`src/chisq_pkg.sv`:
```
// Shared types and constants of the two-row chi-square statistic core.
`timescale 1ns / 1ps
package chisq_pkg;

   localparam int DEF_MAX_COLUMNS   = 16;
   localparam int DEF_COUNT_BITS    = 20;
   localparam int DEF_FRACTION_BITS = 16;
   localparam int VALUE_BITS        = 48;
   localparam logic [VALUE_BITS-1:0] VALUE_MAX = {VALUE_BITS{1'b1}};

   typedef enum logic [3:0] {
      ST_LOAD,
      ST_CHECK,
      ST_READ,
      ST_TCHK,
      ST_MUL_A,
      ST_MUL_B,
      ST_SQ,
      ST_MUL_D,
      ST_MUL_DEN,
      ST_DIV,
      ST_NEXT,
      ST_FINISH
   } state_type;

   // Operand pairs of the shared serial multiplier.
   typedef enum logic [1:0] {
      MSEL_N_O0,
      MSEL_T_R0,
      MSEL_D_D,
      MSEL_B_R1
   } mul_sel_type;

   typedef struct packed {
      logic        accept_col;
      logic        check;
      logic        col_clear;
      logic        col_inc;
      logic        mul_start;
      mul_sel_type mul_sel;
      logic        cap_a;
      logic        cap_b;
      logic        num_load;
      logic        div_start;
      logic        acc;
      logic        out_write;
   } cmd_type;

   typedef struct packed {
      logic n_zero;
      logic row_zero;
      logic t_zero;
      logic mul_busy;
      logic div_busy;
      logic col_last;
      logic rsp_busy;
   } status_type;

endpackage

```
`src/chisq_ctrl.sv`:
```
// Controller state machine that sequences loading and the closing pass.
`timescale 1ns / 1ps
module chisq_ctrl (
   input  logic                   clock,
   input  logic                   reset,
   input  logic                   req_tvalid,
   input  logic                   req_tlast,
   input  chisq_pkg::status_type  status,
   output logic                   req_tready,
   output chisq_pkg::cmd_type     cmd
);
   import chisq_pkg::*;

   state_type state_ff, state_in;

   always_ff @(posedge clock) begin
      if (reset) begin
         state_ff <= ST_LOAD;
      end else begin
         state_ff <= state_in;
      end
   end

   always_comb begin
      state_in = state_ff;
      unique case (state_ff)
         ST_LOAD: begin
            if (req_tvalid && req_tlast) state_in = ST_CHECK;
         end
         ST_CHECK: begin
            if (status.n_zero || status.row_zero) state_in = ST_FINISH;
            else state_in = ST_READ;
         end
         ST_READ: state_in = ST_TCHK;
         ST_TCHK: begin
            if (status.t_zero) state_in = ST_NEXT;
            else state_in = ST_MUL_A;
         end
         ST_MUL_A: begin
            if (!status.mul_busy) state_in = ST_MUL_B;
         end
         ST_MUL_B: begin
            if (!status.mul_busy) state_in = ST_SQ;
         end
         ST_SQ: state_in = ST_MUL_D;
         ST_MUL_D: begin
            if (!status.mul_busy) state_in = ST_MUL_DEN;
         end
         ST_MUL_DEN: begin
            if (!status.mul_busy) state_in = ST_DIV;
         end
         ST_DIV: begin
            if (!status.div_busy) state_in = ST_NEXT;
         end
         ST_NEXT: begin
            if (status.col_last) state_in = ST_FINISH;
            else state_in = ST_READ;
         end
         ST_FINISH: begin
            if (!status.rsp_busy) state_in = ST_LOAD;
         end
         default: state_in = ST_LOAD;
      endcase
   end

   always_comb begin
      cmd        = '0;
      req_tready = 1'b0;
      unique case (state_ff)
         ST_LOAD: begin
            req_tready     = 1'b1;
            cmd.accept_col = req_tvalid;
         end
         ST_CHECK: begin
            cmd.check     = 1'b1;
            cmd.col_clear = 1'b1;
         end
         ST_READ: ;
         ST_TCHK: begin
            if (!status.t_zero) begin
               cmd.mul_start = 1'b1;
               cmd.mul_sel   = MSEL_N_O0;
            end
         end
         ST_MUL_A: begin
            if (!status.mul_busy) begin
               cmd.cap_a     = 1'b1;
               cmd.mul_start = 1'b1;
               cmd.mul_sel   = MSEL_T_R0;
            end
         end
         ST_MUL_B: begin
            if (!status.mul_busy) cmd.cap_b = 1'b1;
         end
         ST_SQ: begin
            cmd.mul_start = 1'b1;
            cmd.mul_sel   = MSEL_D_D;
         end
         ST_MUL_D: begin
            if (!status.mul_busy) begin
               cmd.num_load  = 1'b1;
               cmd.mul_start = 1'b1;
               cmd.mul_sel   = MSEL_B_R1;
            end
         end
         ST_MUL_DEN: begin
            if (!status.mul_busy) cmd.div_start = 1'b1;
         end
         ST_DIV: begin
            if (!status.div_busy) cmd.acc = 1'b1;
         end
         ST_NEXT: begin
            if (!status.col_last) cmd.col_inc = 1'b1;
         end
         ST_FINISH: begin
            if (!status.rsp_busy) cmd.out_write = 1'b1;
         end
         default: ;
      endcase
   end

endmodule

```
`src/chisq_dp.sv`:
```
// Datapath: column stores, row totals, serial multiplier, serial divider, result register.
`timescale 1ns / 1ps
module chisq_dp #(
   parameter int MAX_COLUMNS   = chisq_pkg::DEF_MAX_COLUMNS,
   parameter int COUNT_BITS    = chisq_pkg::DEF_COUNT_BITS,
   parameter int FRACTION_BITS = chisq_pkg::DEF_FRACTION_BITS
) (
   input  logic                                clock,
   input  logic                                reset,
   input  chisq_pkg::cmd_type                  cmd,
   input  logic [COUNT_BITS-1:0]               unaffected_count,
   input  logic [COUNT_BITS-1:0]               affected_count,
   input  logic                                rsp_tready,
   output chisq_pkg::status_type               status,
   output logic                                rsp_tvalid,
   output logic [chisq_pkg::VALUE_BITS-1:0]    chi_square_value,
   output logic                                row_total_zero,
   output logic                                column_overflow
);
   import chisq_pkg::*;

   localparam int CW   = (MAX_COLUMNS > 1) ? $clog2(MAX_COLUMNS) : 1;
   localparam int LW   = $clog2(MAX_COLUMNS + 1);
   localparam int TOTW = COUNT_BITS + $clog2(MAX_COLUMNS);
   localparam int NW   = TOTW + 1;
   localparam int TW   = COUNT_BITS + 1;
   localparam int PW   = NW + COUNT_BITS;
   localparam int QW   = 2 * PW;
   localparam int NUMW = QW + FRACTION_BITS;
   localparam int DENW = TW + 2 * TOTW;
   localparam int MCW  = $clog2(PW + 1);
   localparam int DCW  = $clog2(NUMW + 1);

   // Column stores and table bookkeeping.
   logic [COUNT_BITS-1:0] mem0 [MAX_COLUMNS];
   logic [COUNT_BITS-1:0] mem1 [MAX_COLUMNS];
   logic [COUNT_BITS-1:0] rd0_ff, rd1_ff;
   logic [TOTW-1:0]       r0_ff, r1_ff;
   logic [LW-1:0]         cnt_ff;
   logic                  ovf_ff;
   logic [CW-1:0]         col_ff;
   logic                  room;

   assign room = cnt_ff < LW'(MAX_COLUMNS);

   always_ff @(posedge clock) begin
      if (cmd.accept_col && room) begin
         mem0[cnt_ff[CW-1:0]] <= unaffected_count;
         mem1[cnt_ff[CW-1:0]] <= affected_count;
      end
      rd0_ff <= mem0[col_ff];
      rd1_ff <= mem1[col_ff];
   end

   always_ff @(posedge clock) begin
      if (reset) begin
         r0_ff  <= '0;
         r1_ff  <= '0;
         cnt_ff <= '0;
         ovf_ff <= 1'b0;
      end else if (cmd.out_write) begin
         r0_ff  <= '0;
         r1_ff  <= '0;
         cnt_ff <= '0;
         ovf_ff <= 1'b0;
      end else if (cmd.accept_col) begin
         if (room) begin
            r0_ff  <= r0_ff + TOTW'(unaffected_count);
            r1_ff  <= r1_ff + TOTW'(affected_count);
            cnt_ff <= cnt_ff + LW'(1);
         end else begin
            ovf_ff <= 1'b1;
         end
      end
   end

   always_ff @(posedge clock) begin
      if (cmd.col_clear) col_ff <= '0;
      else if (cmd.col_inc) col_ff <= col_ff + CW'(1);
   end

   // Per-column values.
   logic [NW-1:0] n_ff;
   logic [TW-1:0] t;
   logic [PW-1:0] a_ff, b_ff, d_ff;

   assign t = TW'(rd0_ff) + TW'(rd1_ff);

   always_ff @(posedge clock) begin
      if (cmd.check) n_ff <= NW'(r0_ff) + NW'(r1_ff);
   end

   // Shift-and-add multiplier, one multiplier bit per cycle.
   logic [QW-1:0]  mcand_ff, prod_ff, mcand_sel;
   logic [PW-1:0]  mplier_ff, mplier_sel;
   logic [MCW-1:0] mcnt_ff;
   logic           mbusy_ff, mbusy_in;

   always_comb begin
      unique case (cmd.mul_sel)
         MSEL_N_O0: begin
            mcand_sel  = QW'(n_ff);
            mplier_sel = PW'(rd0_ff);
         end
         MSEL_T_R0: begin
            mcand_sel  = QW'(t);
            mplier_sel = PW'(r0_ff);
         end
         MSEL_D_D: begin
            mcand_sel  = QW'(d_ff);
            mplier_sel = d_ff;
         end
         MSEL_B_R1: begin
            mcand_sel  = QW'(b_ff);
            mplier_sel = PW'(r1_ff);
         end
         default: begin
            mcand_sel  = '0;
            mplier_sel = '0;
         end
      endcase
   end

   always_comb begin
      mbusy_in = mbusy_ff;
      if (cmd.mul_start) mbusy_in = 1'b1;
      else if (mbusy_ff && mcnt_ff == MCW'(1)) mbusy_in = 1'b0;
   end

   always_ff @(posedge clock) begin
      if (reset) mbusy_ff <= 1'b0;
      else mbusy_ff <= mbusy_in;
   end

   always_ff @(posedge clock) begin
      if (cmd.mul_start) begin
         mcand_ff  <= mcand_sel;
         mplier_ff <= mplier_sel;
         prod_ff   <= '0;
         mcnt_ff   <= MCW'(PW);
      end else if (mbusy_ff) begin
         if (mplier_ff[0]) prod_ff <= prod_ff + mcand_ff;
         mcand_ff  <= mcand_ff << 1;
         mplier_ff <= mplier_ff >> 1;
         mcnt_ff   <= mcnt_ff - MCW'(1);
      end
   end

   always_ff @(posedge clock) begin
      if (cmd.cap_a) a_ff <= prod_ff[PW-1:0];
      if (cmd.cap_b) begin
         b_ff <= prod_ff[PW-1:0];
         d_ff <= (a_ff >= prod_ff[PW-1:0]) ? a_ff - prod_ff[PW-1:0]
                                           : prod_ff[PW-1:0] - a_ff;
      end
   end

   // Restoring divider, one quotient bit per cycle; the quotient saturates.
   logic [NUMW-1:0]       dnum_ff;
   logic [DENW-1:0]       drem_ff, dden_ff;
   logic [VALUE_BITS-1:0] q_ff, term;
   logic                  sticky_ff;
   logic [DCW-1:0]        dcnt_ff;
   logic                  dbusy_ff, dbusy_in;
   logic [DENW:0]         trial, diff;
   logic                  ge;

   assign trial = {drem_ff, dnum_ff[NUMW-1]};
   assign ge    = trial >= {1'b0, dden_ff};
   assign diff  = trial - {1'b0, dden_ff};
   assign term  = sticky_ff ? VALUE_MAX : q_ff;

   always_comb begin
      dbusy_in = dbusy_ff;
      if (cmd.div_start) dbusy_in = 1'b1;
      else if (dbusy_ff && dcnt_ff == DCW'(1)) dbusy_in = 1'b0;
   end

   always_ff @(posedge clock) begin
      if (reset) dbusy_ff <= 1'b0;
      else dbusy_ff <= dbusy_in;
   end

   always_ff @(posedge clock) begin
      if (cmd.num_load) dnum_ff <= NUMW'(prod_ff) << FRACTION_BITS;
      else if (dbusy_ff) dnum_ff <= dnum_ff << 1;
      if (cmd.div_start) begin
         dden_ff   <= prod_ff[DENW-1:0];
         drem_ff   <= '0;
         q_ff      <= '0;
         sticky_ff <= 1'b0;
         dcnt_ff   <= DCW'(NUMW);
      end else if (dbusy_ff) begin
         drem_ff   <= ge ? diff[DENW-1:0] : trial[DENW-1:0];
         q_ff      <= {q_ff[VALUE_BITS-2:0], ge};
         sticky_ff <= sticky_ff | q_ff[VALUE_BITS-1];
         dcnt_ff   <= dcnt_ff - DCW'(1);
      end
   end

   // Saturating sum of the column terms.
   logic [VALUE_BITS-1:0] sum_ff;
   logic [VALUE_BITS:0]   sum_wide;
   logic                  zero_ff;

   assign sum_wide = {1'b0, sum_ff} + {1'b0, term};

   always_ff @(posedge clock) begin
      if (cmd.check) begin
         sum_ff  <= '0;
         zero_ff <= (r0_ff != '0 || r1_ff != '0) && (r0_ff == '0 || r1_ff == '0);
      end else if (cmd.acc) begin
         sum_ff <= sum_wide[VALUE_BITS] ? VALUE_MAX : sum_wide[VALUE_BITS-1:0];
      end
   end

   // Result register.
   logic rsp_valid_ff;

   always_ff @(posedge clock) begin
      if (reset) rsp_valid_ff <= 1'b0;
      else if (cmd.out_write) rsp_valid_ff <= 1'b1;
      else if (rsp_tready) rsp_valid_ff <= 1'b0;
   end

   always_ff @(posedge clock) begin
      if (cmd.out_write) begin
         chi_square_value <= sum_ff;
         row_total_zero   <= zero_ff;
         column_overflow  <= ovf_ff;
      end
   end

   assign rsp_tvalid = rsp_valid_ff;

   assign status.n_zero   = (r0_ff == '0) && (r1_ff == '0);
   assign status.row_zero = (r0_ff == '0) || (r1_ff == '0);
   assign status.t_zero   = (t == '0);
   assign status.mul_busy = mbusy_ff;
   assign status.div_busy = dbusy_ff;
   assign status.col_last = (LW'(col_ff) + LW'(1)) == cnt_ff;
   assign status.rsp_busy = rsp_valid_ff && !rsp_tready;

endmodule

```
`src/chi_square_two_row_statistic_core.sv`:
```
// Top level of the Pearson chi-square core for a two-row contingency table.
//
// Columns stream in on the req_ channel at one item per cycle while the core
// is loading; the item with tlast closes the table. The core then walks the
// stored columns: a column whose total is zero is passed over; any other one
// goes through the shared multiplier, which retires one bit of its PW-bit
// multiplier per cycle, PW = 2*COUNT_BITS + clog2(MAX_COLUMNS) + 1, and the
// restoring divider, which retires one quotient bit per cycle, NUMW =
// 2*PW + FRACTION_BITS bits in all. The result item leaves through an
// output register, so loading of the next table may begin while it waits;
// the closing pass of that table stalls only until the register is free.
// The value is unsigned with FRACTION_BITS fraction bits, truncated and
// saturated at all ones.
`timescale 1ns / 1ps
module chi_square_two_row_statistic_core #(
   parameter int MAX_COLUMNS   = chisq_pkg::DEF_MAX_COLUMNS,
   parameter int COUNT_BITS    = chisq_pkg::DEF_COUNT_BITS,
   parameter int FRACTION_BITS = chisq_pkg::DEF_FRACTION_BITS
) (
   input  logic                                  clock,
   input  logic                                  reset,
   input  logic                                  req_tvalid,
   output logic                                  req_tready,
   // unaffected_count, affected_count, zero fill
   input  logic [((2*COUNT_BITS+7)/8)*8-1:0]     req_tdata,
   input  logic                                  req_tlast,   // last_column
   output logic                                  rsp_tvalid,
   input  logic                                  rsp_tready,
   // chi_square_value
   output logic [chisq_pkg::VALUE_BITS-1:0]      rsp_tdata,
   // row_total_zero, column_overflow
   output logic [1:0]                            rsp_tuser
);
   import chisq_pkg::*;

   cmd_type    cmd;
   status_type status;
   logic       zero_flag, ovf_flag;

   chisq_ctrl u_ctrl (
      .clock      (clock),
      .reset      (reset),
      .req_tvalid (req_tvalid),
      .req_tlast  (req_tlast),
      .status     (status),
      .req_tready (req_tready),
      .cmd        (cmd)
   );

   chisq_dp #(
      .MAX_COLUMNS   (MAX_COLUMNS),
      .COUNT_BITS    (COUNT_BITS),
      .FRACTION_BITS (FRACTION_BITS)
   ) u_dp (
      .clock            (clock),
      .reset            (reset),
      .cmd              (cmd),
      .unaffected_count (req_tdata[COUNT_BITS-1:0]),
      .affected_count   (req_tdata[2*COUNT_BITS-1:COUNT_BITS]),
      .rsp_tready       (rsp_tready),
      .status           (status),
      .rsp_tvalid       (rsp_tvalid),
      .chi_square_value (rsp_tdata),
      .row_total_zero   (zero_flag),
      .column_overflow  (ovf_flag)
   );

   assign rsp_tuser = {ovf_flag, zero_flag};

   a_rsp_cleared: assert property (@(posedge clock) reset |=> !rsp_tvalid)
      else $error("result item valid right after reset");

   a_close_leaves_load: assert property (@(posedge clock) disable iff (reset)
      req_tvalid && req_tready && req_tlast |=> !req_tready)
      else $error("core still takes items after the closing column");

   a_units_exclusive: assert property (@(posedge clock) disable iff (reset)
      !(status.mul_busy && status.div_busy))
      else $error("multiplier and divider busy at once");

   a_zero_row_value: assert property (@(posedge clock) disable iff (reset)
      rsp_tvalid && rsp_tuser[0] |-> rsp_tdata == '0)
      else $error("zero row total with nonzero statistic");

endmodule
```
`config.mk`:
```
export PLATFORM = sky130hd
export DESIGN_NAME = chi_square_two_row_statistic_core
export DESIGN_NICKNAME = d
export VERILOG_FILES = /design/src/chisq_pkg.sv /design/src/chisq_ctrl.sv /design/src/chisq_dp.sv /design/src/chi_square_two_row_statistic_core.sv
export SDC_FILE = /design/constraint.sdc
export NUM_CORES = 2
export LEC_CHECK = 0
export BUFFER_PORTS_ARGS = -buffer_cell sky130_fd_sc_hd__buf_2
export CAP_MARGIN = 15
export CORE_MARGIN = 4
export CORE_UTILIZATION = 54
export CTS_BUF_LIST = sky130_fd_sc_hd__clkbuf_4 sky130_fd_sc_hd__clkbuf_8
export DETAILED_ROUTE_END_ITERATION = 8
export GPL_TIMING_DRIVEN = 0
export PLACE_DENSITY = 0.79
export SYNTH_ARGS = -nofsm -noshare
export SYNTH_HDL_FRONTEND = slang
export SYNTH_SLANG_ARGS = --single-unit
```
`constraint.sdc`:
```
create_clock -name clock -period 9.91 [get_ports clock]
set_input_delay 2.973 -clock clock [delete_from_list [all_inputs] [get_ports clock]]
set_output_delay 2.973 -clock clock [all_outputs]
set_load 0.05 [all_outputs]
```
After elaboration in Yosys (flattened, before gate mapping)

Memory sizes are Yosys's and may differ from the RTL's. A register that Yosys moved wholly into a read port is not among the register bits.
Index checks and enable logic that the tools add are counted.

Register bits after elaboration: 839
Bits in latches: 0
Memory bits (writable): 640
Memory bits (read-only): 0
Output and inout bits: 52
Word-level logic and storage cells: 150
Memories: 2

Add/subtract/negate cells: 14
$mul: 0
Div/mod/pow operators: 0
Order comparisons: 3
Equality and inequality tests: 24
Shifts and indexed selects: 0
Muxes and demuxes: 49
Bitwise operators: 2
Reductions and logical operators: 28

Memories:

| memory    | words | width | read ports | clocked after memory_dff | wr ports | RTL line       | RTL |
|---|---|---|---|---|---|---|---|
| u_dp.mem0 | 16    | 20    | 1          | 1                        | 1        | chisq_dp.sv:35 | `logic [COUNT_BITS-1:0] mem0 [MAX_COLUMNS];` |
| u_dp.mem1 | 16    | 20    | 1          | 1                        | 1        | chisq_dp.sv:36 | `logic [COUNT_BITS-1:0] mem1 [MAX_COLUMNS];` |

Operators by type and width:

| cell                                          | count |
|---|---|
| case mux 90 bit (4 select lines)              | 1 |
| two-way mux 106 bit                           | 2 |
| two-way mux 90 bit                            | 2 |
| case mux 45 bit (4 select lines)              | 1 |
| two-way mux 45 bit                            | 3 |
| two-way mux 48 bit                            | 2 |
| adder 90 bit                                  | 1 |
| subtractor 45 bit                             | 2 |
| >= comparator 70 x 69 -> 1 bit                | 1 |
| two-way mux 69 bit                            | 1 |
| subtractor 69 bit                             | 1 |
| adder 48 x 48 -> 49 bit                       | 1 |
| adder 24 x 20 -> 24 bit                       | 2 |
| logical NOT 24 bit                            | 2 |
| case mux 4 bit (12 select lines)              | 1 |
| nonzero test 24 bit                           | 2 |
| >= comparator 45 bit                          | 1 |
| two-way mux 4 bit                             | 11 |
| adder 24 x 24 -> 25 bit                       | 1 |
| adder 20 x 20 -> 21 bit                       | 1 |
| logical NOT 21 bit                            | 1 |
| two-way mux 1 bit                             | 21 |
| == test 4 x 3 -> 1 bit, second input constant | 4 |
| == test 4 bit, second input constant          | 4 |
| other kinds (29)                              | 51 |

Longest topological paths before layout

Depth after elaboration: 7
Mapped depth: 19

Cells and area by module

From an unflattened synthesis, not the netlist that was laid out.

Cell total of the unflattened synthesis: 6,592
Area, all modules: 77,932.2 µm²

Modules (own cells, without submodules):

| module                            | instances | cells each | area an instance (µm²) | sequential area each (µm²) |
|---|---|---|---|---|
| chisq_dp                          | 1         | 6,526      | 77,396.7               | 41,790.1 |
| chisq_ctrl                        | 1         | 64         | 520.5                  | 80.1 |
| chi_square_two_row_statistic_core | 1         | 2          | 15.0                   | 0.0 |

Worst setup path after synthesis

No wires, ideal clock.

Kind: flip-flop to flip-flop
Start point: reg u_ctrl.state_ff[0]
End point: reg u_dp.b_ff[0], enable pin
Library setup time: 0.649 ns
Data arrival time: 6.703 ns
Data required time: 9.261 ns
Slack: 2.558 ns
Cell stages (with the launch flop): 4
Buffers on the path: 1
Path through: dfxtp_1 clkbuf_1 nand2b_1 nor3_1

RTL lines:

| what                     | RTL line         | RTL |
|---|---|---|
| start: declaration       | chisq_ctrl.sv:14 | `state_type state_ff, state_in;` |
| start signal: assignment | chisq_ctrl.sv:20 | `state_ff <= state_in;` |
| end signal: assignment   | chisq_dp.sv:152  | `b_ff <= prod_ff[PW-1:0];` |
| end: declaration         | chisq_dp.sv:85   | `logic [PW-1:0] a_ff, b_ff, d_ff;` |

Worst setup path after layout

Start point: reg u_dp.rd0_ff[0], read port of u_dp.mem0
End point: reg u_dp.mplier_ff[39], enable pin

Longest elaborated chain between the ends: 5

RTL lines:

| what                            | RTL line         | RTL |
|---|---|---|
| start: declaration              | chisq_dp.sv:37   | `logic [COUNT_BITS-1:0] rd0_ff, rd1_ff;` |
| adder 20 x 20 -> 21 bit         | chisq_dp.sv:87   | `assign t = TW'(rd0_ff) + TW'(rd1_ff);` |
| logical NOT 21 bit              | chisq_dp.sv:238  | `assign status.t_zero = (t == '0);` |
| two-way mux 3 bit               | chisq_ctrl.sv:80 | `if (!status.t_zero) begin` |
| case mux 3 bit (4 select lines) | chisq_ctrl.sv:69 | `unique case (state_ff)` |
| nonzero test 2 bit (no line)    | -                |  |
| end signal: assignment          | chisq_dp.sv:138  | `mplier_ff <= mplier_sel;` |
| end signal: assignment          | chisq_dp.sv:144  | `mplier_ff <= mplier_ff >> 1;` |
| end: declaration                | chisq_dp.sv:95   | `logic [PW-1:0] mplier_ff, mplier_sel;` |

No other way between the ends.
A chain may end at the register's enable or synchronous reset.

==> flow_metrics.py <==
metrics = {
    "yosys": {
        "synth.distinct_cells": 100,
        "synth_most_common_cell": "edfxtp_1",
        "synthFlopType": "edfxtp_1",
        "synthArstFlopShare_pct": 0,
        "yosys-top-cells-area": "edfxtp_1 (45%), dfxtp_1 (9.7%), ha_1 (6.3%)",
        "synth_common_cells": "edfxtp_1 (1145), nand2_1 (640), a21oi_1 (627)",
        "synth_edf_count": 1145,
        "synth-warning-count": 0,
        "ys_seq_area_share_pct": 54.49,
        "ys_seq_elements": 1519,
        "syn_area_mm2": 0.07684,
        "synth_area_per_cell_um2": 11.47,
        "synth_top_cell_area_share_pct": 44.74,
        "synth_fp_nets": 7144,
        "synthCells": 6701,
        "yosys.area.top_type": "edfxtp_1",
    },
    "clock_tree": {
        "clkSlewWorstSetupHoldPaths_ns": 0.07,
        "clock_sinks": 1519,
        "cts-buffers-inserted": 236,
        "clockBufferDepth": 3,
        "cts_htree_levels": 4,
        "cts_hold_buf": 0,
        "cts_resized": 0,
        "post-cts-setup-buffer-count": 0,
        "clk_root_buffer_cell": "clkbuf_8",
        "cts_tree": "done",
        "clkLatencyLatePin_ns": 0.99,
    },
    "layout": {
        "final.fill_count": 10970,
        "fin_nets": 7523,
        "layout.cells.non_filler": 9188,
        "drive_above_1_share_pct": 12.86,
        "synthToLayoutAreaGrowth_pct": 11.49,
    },
    "floorplanning": {
        "boundaryPins": 97,
        "placementRows": 138,
        "die_y_um": 385.2,
        "dieArea_mm2": 0.1484,
        "core-area_mm2": 0.1414,
        "start_util_pct": 54.34,
        "die_w_um": 385.2,
    },
    "timing": {
        "finalHoldViolCount": 0,
        "rsz0062_at_grt": "false",
        "maxSlewHeadroom_pct": 26.53,
        "tightest_slew_ns": 1.102,
        "setup_viol": 0,
        "max_freq_mhz": 163.3,
        "drv_slew": 0,
        "tns_ns": 0,
        "min_period_over_period_pct": 61.81,
        "min_period_ns": 6.125,
        "skew_ns": 0.08846,
        "whs_ns": 0.4552,
    },
    "run_status": {
        "violations": "DRC",
        "status": "finished with violations",
    },
    "grt": {
        "grt-ovfl-total": 0,
        "grt_pass1_wl_um": 330700,
        "grt_usage_pct": 29.11,
        "first_global_vias": 55030,
        "antenna_found_initial": 7,
        "grt_max_degree": 65,
    },
    "flow_run": {
        "drv_cap": 0,
    },
    "drt": {
        "ant_nets": 0,
        "totalWireLength_um": 219000,
        "dr_total_vias": 56870,
        "post-route-drc-count": 2,
        "post_drt_wl_per_cell_um": 23.84,
        "drt_pre_antenna_iters": 9,
        "vias_per_cell": 6.190,
        "drt_iter0_drc": 6307,
    },
    "power": {
        "p_per_area_mw_per_mm2": 300.5,
        "fin_total_pwr_mw": 25.75,
        "vdd_drop_max_uv": 193.5,
        "leakage_nw": 32.73,
    },
    "setup_path": {
        "required_ns": 10.54,
        "crit_type": "register to register",
        "critPathMaxFanout": 54,
        "crit_path_start_kind": "register",
        "endpoint_kind": "register",
        "crit_arrival_ns": 6.75,
    },
    "placed_design": {
        "finalWeightedCongestion": 0.9863,
        "io_buffers": 95,
        "place.detailed.hpwl_um": 158600,
        "dp_cells": 8732,
    },
    "min_path": {
        "hp-class": "register to register",
    },
}
-- sequential cells by signal, indices dropped and copies added, names as in the netlist, 24 cells and up --
signal	cells
u_dp.mcand_ff	90
u_dp.a_ff	45
u_dp.b_ff	45
u_dp.mem0	320
u_dp.r1_ff	24
u_dp.dden_ff	69
u_dp.drem_ff	69
u_dp.n_ff	25
u_dp.r0_ff	24
u_dp.prod_ff	90
u_dp.chi_square_value	48
u_dp.q_ff	48
u_dp.mplier_ff	45
u_dp.sum_ff	48
u_dp.mem1	320
u_dp.d_ff	45
u_dp.dnum_ff	90
-- cells in the final DEF (no fill, tap or decap), drive strengths merged, types with 79 or more instances in the layout --
| cell type | netlist | layout |
|---|---|---|
| xor2 | 118 | 118 |
| a21o | 235 | 235 |
| mux2i | 81 | 81 |
| nand4 | 79 | 79 |
| inv | 321 | 331 |
| clkbuf | 263 | 606 |
| nor3 | 92 | 92 |
| dfxtp | 374 | 374 |
| buf | 82 | 223 |
| nor2 | 459 | 459 |
| xnor2 | 168 | 168 |
| mux4 | 200 | 200 |
| a211oi | 94 | 94 |
| edfxtp | 1145 | 1145 |
| nand2 | 640 | 640 |
| ha | 389 | 389 |
| clkinv | 0 | 82 |
| nand3 | 86 | 86 |
| o21ai | 383 | 383 |
| a21oi | 629 | 629 |
-- power by group --
part           internal, mW  switching [mW]
combinational          3.95            6.62
sequential             8.37            1.16
clock                  3.01            2.63
total                  15.3            10.4
-- layout make-up --
class / count / area [µm²] / share of cell area, %
well taps: 1890 / 2365 / 2.760
repair buffers: 141 / 1190 / 1.389
flip-flops and latches: 1519 / 41870 / 48.87
diodes: 5 / 12.51 / 0.01460
multi-input cells: 4516 / 32510 / 37.94
plain buffers: 345 / 1401 / 1.636
clock buffers: 343 / 4208 / 4.911
inverters: 321 / 1205 / 1.406
clock inverters: 108 / 918.4 / 1.072
-- cells by family after synthesis --
logic type                 after synthesis  share of synthesized area, %
AOI/OAI and AO/OA                     1811                         14.93
and+or+nand+nor                       1734                         10.37
DFF                                   1519                         54.49
buffers and inverters                  666                         3.382
adders and majority gates              398                         6.568
muxes                                  287                         7.005
xor gates and xnor gates               286                         3.260
-- final timing paths --
kind | startpoint | endpoint | slack, ns | depth (start not counted)
worst max-delay path | u_dp.rd0_ff[0] | u_dp.mplier_ff[39] | 3.79 | 17
worst min-delay path | u_dp.ovf_ff | u_dp.column_overflow | 0.46 | 0
worst min register to register | u_dp.ovf_ff | u_dp.column_overflow | 0.46 | 0
worst max register to register | u_dp.rd0_ff[0] | u_dp.mplier_ff[39] | 3.79 | 17
-- critical path, cell delays in order, from the launching register on --
cell and delay (ns):
dfxtp_1 0.42, ha_1 0.28, fa_1 0.40, a21o_1 0.21, a21oi_2 0.23, o21ai_2 0.11, nand4_1 0.15, a211oi_2 0.09
or2_1 0.24, o41ai_2 0.60, nand2b_1 0.15, a2111oi_2 0.47, nand4_1 0.30, nand2_1 0.55, buf_2 0.51, buf_2 0.36
nand2_4 0.31, buf_16 0.32
-- per-stage QoR --
stage          cell area (µm²)  util (%)  setup WS (ns)
2_1_floorplan            76840         -          2.558
3_3_place_gp             79680     56.35        -0.8656
3_5_place_dp             80540     56.95          3.074
4_1_cts                  85660     60.58          3.978
5_1_grt                  85670     60.58          3.655
6_report                 85680     60.59          3.785
-- per-layer routing --
layer | global-route usage (%) | share of wire (%)
met1 | 38.69 | 40
met2 | 47.03 | 47
met3 | 5.200 | 8.9
met4 | 12.93 | 4.9
met5 | 0 | 0.0059
Note: power is estimated with default switching activity, not from simulation.
